==> src/design/range_packet_admission_gate_assert.svh <==
// assertion macros for the range packet admission gate
// the macros expect clk and rst_n in the scope where they are used
`ifndef RANGE_PACKET_ADMISSION_GATE_ASSERT_SVH
`define RANGE_PACKET_ADMISSION_GATE_ASSERT_SVH

`ifndef SYNTH
// same-cycle implication
`define RPAG_ASSERT_IMP(label, ante, cons, msg) \
  label: assert property (@(posedge clk) disable iff (!rst_n) (ante) |-> (cons)) \
    else $error(msg);
// next-cycle implication
`define RPAG_ASSERT_NXT(label, ante, cons, msg) \
  label: assert property (@(posedge clk) disable iff (!rst_n) (ante) |=> (cons)) \
    else $error(msg);
`else
`define RPAG_ASSERT_IMP(label, ante, cons, msg)
`define RPAG_ASSERT_NXT(label, ante, cons, msg)
`endif

`endif

==> src/design/rpag_pkg.sv <==
package rpag_pkg;

  // result codes
  typedef enum logic [2:0] {
    VERD_ADMIT    = 3'd0,
    VERD_BAD_NODE = 3'd1,
    VERD_TIME     = 3'd2,
    VERD_DUP      = 3'd3,
    VERD_OOO      = 3'd4,
    VERD_TICK     = 3'd5
  } verdict_t;

  // configuration register indexes
  typedef enum logic [1:0] {
    CFG_NODES_IN_USE = 2'd0,
    CFG_FUTURE_SKEW  = 2'd1,
    CFG_RECV_DELAY   = 2'd2,
    CFG_DEDUP_DEPTH  = 2'd3
  } cfg_idx_t;

  // item kinds
  localparam logic ACT_PACKET = 1'b0;
  localparam logic ACT_TICK   = 1'b1;

  // reset values of the configuration registers
  localparam logic [3:0]  NODES_IN_USE_RST = 4'd8;
  localparam logic [39:0] FUTURE_SKEW_RST  = 40'd50000000;
  localparam logic [39:0] RECV_DELAY_RST   = 40'd100000000;
  localparam logic [4:0]  DEDUP_DEPTH_RST  = 5'd16;

  // one remembered packet of a directed link
  typedef struct packed {
    logic [31:0] seq;
    logic [63:0] stamp;
  } entry_t;

endpackage

==> src/design/rpag_link_table.sv <==
module rpag_link_table #(
  parameter int ENTRIES = 64,
  parameter int IDX_W   = 6,
  parameter int DATA_W  = 9
) (
  input  logic              clk,
  input  logic              rst_n,
  input  logic              wr_en,
  input  logic [IDX_W-1:0]  wr_idx,
  input  logic [DATA_W-1:0] wr_data,
  input  logic              rd_en,
  input  logic [IDX_W-1:0]  rd_idx,
  output logic [DATA_W-1:0] rd_data
);
  import rpag_pkg::*;

  logic [DATA_W-1:0]  mem [ENTRIES];
  logic [ENTRIES-1:0] vld_r;
  logic [DATA_W-1:0]  rd_data_r;

  // per-link valid bits, cleared at reset so every FIFO starts empty
  always_ff @(posedge clk) begin
    if (!rst_n) begin
      vld_r <= '0;
    end else if (wr_en) begin
      vld_r[wr_idx] <= 1'b1;
    end
  end

  // write port
  always_ff @(posedge clk) begin
    if (wr_en) begin
      mem[wr_idx] <= wr_data;
    end
  end

  // registered read, an unwritten link reads as empty
  always_ff @(posedge clk) begin
    if (rd_en) begin
      rd_data_r <= vld_r[rd_idx] ? mem[rd_idx] : '0;
    end
  end

  assign rd_data = rd_data_r;

endmodule

==> config.mk <==
export PLATFORM = sky130hd
export DESIGN_NAME = rpag_link_table
export DESIGN_NICKNAME = d
export VERILOG_FILES = /design/src/design/range_packet_admission_gate_assert.svh /design/src/design/rpag_pkg.sv /design/src/design/rpag_link_table.sv
export SDC_FILE = /design/constraint.sdc
export NUM_CORES = 1
export LEC_CHECK = 0
export ABC_AREA = 1
export BUFFER_PORTS_ARGS = -buffer_cell sky130_fd_sc_hd__buf_2
export CAP_MARGIN = 20
export CORE_ASPECT_RATIO = 1.75
export CORE_MARGIN = 2
export CORE_UTILIZATION = 40
export CTS_CLUSTER_DIAMETER = 120
export CTS_CLUSTER_SIZE = 16
export DETAILED_ROUTE_END_ITERATION = 10
export SYNTH_ARGS = -nofsm -noshare
export SYNTH_HDL_FRONTEND = slang
export SYNTH_SLANG_ARGS = --single-unit
==> constraint.sdc <==
create_clock -name clk -period 2.72 [get_ports clk]
set_input_delay 0.544 -clock clk [delete_from_list [all_inputs] [get_ports clk]]
set_output_delay 0.544 -clock clk [all_outputs]
set_load 0.02 [all_outputs]
After elaboration in Yosys (flattened, before gate mapping)
Memory sizes are Yosys's and may differ from the RTL's. A register that Yosys moved wholly into a read port is not among the register bits.
Cells that the tools add are included.
{"block": "totals", "ff_bits": 64, "ramBits": 576, "out_inout_bits": 9, "mem_count": 1}
{"block": "classes", "magnitude_cmp": 3, "muxes": 6, "bitwise_logic": 1, "n_reduce_logical": 2}
{"name": "mem", "words": 64, "word_bits": 9, "read_ports": 1, "rd_clocked_by_memory_dff": 1, "wr": 1, "line_no": "rpag_link_table.sv:17", "source": "logic [DATA_W-1:0] mem [ENTRIES];"}
{"cell": "64-bit bitwise OR", "count": 1}
{"cell": "6-bit by 7-bit < comparator with 1-bit output, second input constant", "count": 2}
{"cell": "1-bit binary-select mux with 6-bit select", "count": 1}
{"cell": "1-bit demux with 6-bit select", "count": 1}
{"cell": "6-bit by 1-bit >= comparator with 1-bit output, second input constant", "count": 1}
{"cell": "1-bit 2-to-1 mux", "count": 4}
{"cell": "1-bit logical AND", "count": 1}
{"cell": "1-bit zero test", "count": 1}

Logic depth before layout (Yosys ltp)
{"block": "depth", "ltp_word": 5, "mapped_depth": 14, "mapped_depth_nobuf": 11}

Worst setup path before layout
OpenSTA, ideal clock, no wires.
{"block": "synth_timing", "path_type": "input-to-reg", "start": "in wr_en", "end": "mem mem[55][0], enable pin", "setup_time_ps": 376, "arrival_time_ps": 1504, "slack_ps": 840, "stages": 4, "n_path_buf": 0, "cell_sequence": "clkinv_1 nor3_1 inv_1 nor2_1"}
{"block": "synth_via", "elab_chain_len": 2}
{"item": "start, declared", "line_no": "rpag_link_table.sv:8", "source": "input logic wr_en,"}
{"item": "1-bit 2-to-1 mux", "line_no": "rpag_link_table.sv:32", "source": "if (wr_en) begin"}
{"item": "1-bit 2-to-1 mux (implied by the code)", "line_no": "rpag_link_table.sv:33", "source": "mem[wr_idx] <= wr_data;"}
{"item": "end, declared", "line_no": "rpag_link_table.sv:17"}
Every way passes these cells.

Worst setup path in the final report
{"block": "layout_timing", "start": "in rd_idx[0]", "end": "reg rd_data_r[7], in the netlist rd_data[7] (read register of mem) (data pin)"}
{"block": "layout_via", "elab_chain_len": 3}
{"item": "start, declared", "line_no": "rpag_link_table.sv:12", "source": "input logic [IDX_W-1:0] rd_idx,"}
{"item": "1-bit binary-select mux with 6-bit select", "line_no": "rpag_link_table.sv:40", "source": "rd_data_r <= vld_r[rd_idx] ? mem[rd_idx] : '0;"}
{"item": "1-bit 2-to-1 mux (implied by the code)", "line_no": "rpag_link_table.sv:40"}
{"item": "1-bit zero test (no line)"}
{"item": "end, declared", "line_no": "rpag_link_table.sv:19", "source": "logic [DATA_W-1:0] rd_data_r;"}
Parallel ways exist; a longest one is shown, timed or not. The select of a mux whose other input is x is not followed.
A chain may end at the register's enable or synchronous reset.

==> out/qor.yml <==
status: "completed"
syn-instance-count: 2415
r2r_start: "mem[43][7]"
finish.utilization: 0.4456
clkSlewWorstSetupHoldPaths_ns: 0.08
root_buffer: "clkbuf_16"
ir_drop_uv: 538.2
crit_end: "rd_data[7]"
holdBufCountCts: 0
hold_viol_final: 0
critPathLaunch: "rd_idx[0]"
cts_num_sinks: 649
synth_simple_gate_area_frac: 0.2496
worst_pin_slew_ns: 0.9434
synthAdderAreaFrac: 0
area_delta_synth_final_pct: 10.74
synth.avg_cell_area_sq_um: 11.00
drv_slew: 0
antenna_found_initial: 4
cp-end-kind: "flip-flop"
mostFrequentLayoutCell: "nand2_1"
synth_top_family_by_area: "simple AND/OR/NAND/NOR gates"
postPlaceCellArea_sq_um: 28090
finClkSkew_ns: 0.03345
synth-seq-cells: 649
switchingPower_uw: 4383
max_freq_mhz: 495.8
postLayoutCellArea_sq_um: 29410
crit_type: "in2reg"
grt_pass1_vias: 17993
finalWeightedCongestion: 0.9000
grt_pass1_wl_mm: 109.3
drc_errors: 0
htreeDepth: 2
dpl.hpwl_mm: 47.54
p_seq_frac: 0.580
start_util: 0.4024
drive_gt1_frac: 0.08147
min_period_over_period: 0.7416
worst_setup_path_start_kind: "input port"
pwr-share-clk: 0.347
die_y_um: 344.9
avgRoutedWirePerCell_um: 21.58
viasPerCell: 5.348
slew_headroom: 0.3711
first_pass_iters: 6
cts_tree: "done"
worstPathArrival_ns: 2.50
fin_setup_tns_ns: 0
fin_crit_ns: 2.017
rsz0062_at_grt: "no"
setup_viol: 0
fin_nets: 2492
r2r_setup_slack_ns: 1.02
die_w_um: 198.8
cts_resized: 0
ys_seq_area_frac: 0.7096
numCtsBuffers: 46
hold_path.class: "in2reg"
intPower_uw: 14500
core_sq_um: 66000
synth_compound_area_frac: 0
first_iter_violations: 1824
dp_slack_ns: 0.1740
clockBufferDepth: 3
critPathRequiredTime_ns: 3.20
p_comb_frac: 0.073
p_leak_uw: 0.01070
rows: 125
synthesis.area_sq_um: 26560
grt.overflow.total: 0
r2r_end: "rd_data[7]"
mostFrequentLayoutCells: "820 x nand2_1, 585 x edfxtp_1, 538 x nand3_1"
p_per_area_nw_per_um2: 642.1
grt_max_degree: 86
dieArea_sq_um: 68560
synthXorXnorAreaFrac: 0
yosys_warnings: 0
drv_cap: 0
p_sw_frac: 0.2321
synth_fp_nets: 2440
wl_mm: 73.26
synth_cell_type_count: 19
post-cts-setup-buffers: 0
num_vias: 18152
ff2ff_path_depth: 10
fin_ws_ns: 0.7029
synth.area.mux_share: 0
clock_latency_ns: 0.60
ant_nets: 0
critPathMaxFanout: 58
grt_use_total: 0.2148
portBuffers: 33
io_pins: 34
## cell families (layout without fill, tap and decap cells)
logic type	count (synthesis)	in the layout
and+or+nand+nor	1577	1577
DFF	649	649
buffers and inverters	189	278
other	0	1
## worst min path at each step
stage / from / to / slack, ns / depth (start not counted)
2_1_floorplan: vld_r[11] / vld_r[11] / 0.44 / 2
3_5_place_dp: vld_r[35] / vld_r[35] / 0.46 / 2
5_1_grt: wr_data[0] / mem[39][0] / 0.31 / 1
6_report: wr_data[0] / mem[52][0] / 0.31 / 1
4_1_cts: rd_en / rd_data[5] / 0.29 / 1
3_3_place_gp: vld_r[3] / vld_r[3] / 0.45 / 2
## cell usage after synthesis
cell type,n,area share
inv_4,1,0.00024
buf_2,50,0.0094
edfxtp_1,585,0.66
inv_1,40,0.0057
clkinv_1,2,0.00028
nor2_1,202,0.029
nand3_2,2,0.00075
nand2_1,820,0.12
inv_8,1,0.00042
buf_8,1,0.00057
nand3_1,538,0.10
dfxtp_1,64,0.048
buf_1,11,0.0016
nand2_4,1,0.00042
nor3_1,14,0.0026
clkbuf_1,26,0.0037
buf_6,22,0.0093
buf_4,33,0.0093
inv_2,2,0.00028
## layer usage
metal,up-vias,track usage,part of all wire
met5,-,0,0.00030
met4,4,0.1180,0.058
met3,188,0.02506,0.055
met2,660,0.3971,0.53
met1,8928,0.2386,0.35
li1,8372,-,-
## cell type report
cell class / count / area (sq um)
repair buffers: 147 / 1313
clock buffers: 81 / 1282
clock inverters: 4 / 42.54
well taps: 889 / 1112
diodes: 1 / 2.502
inverters: 46 / 182.7
multi-input cells: 1577 / 6630
fillers: 6261 / 36590
flip-flops and latches: 649 / 18850
## critical path, cell delays in order
cell	delay (ns)
buf_8	0.14
inv_8	0.27
buf_12	0.31
nand2_1	0.10
nand3_1	0.15
nand3_1	0.12
nand2_1	0.16
nand2_1	0.11
nand3_1	0.11
nand3_1	0.18
nand2_1	0.11
nand2_1	0.06
inv_1	0.05
## power by group through the flow
stage | clock network (uW) | registers [uW] | logic [uW]
after CTS | 6670 | 11000 | 1380
after global routing | 6980 | 11000 | 1490
after detailed placement | 0 | 11200 | 1380
after global placement | 0 | 11200 | 1370
final | 6550 | 11000 | 1380
after floorplan | 0 | 11200 | 775
## per-stage QoR
step,instances,power [uW],hold slack [ns]
global placement,3308,12550,0.4490
CTS,3393,19010,0.2916
floorplan,2415,11950,0.4402
detailed placement,3308,12570,0.4575
global route,3393,19430,0.3076
finish,3394,18890,0.3077
## sequential cells by signal (all words and copies together) (netlist names)
register / count
vld_r: 64
rd_data: 9
mem: 576
Power figures use the tool's default switching activity.
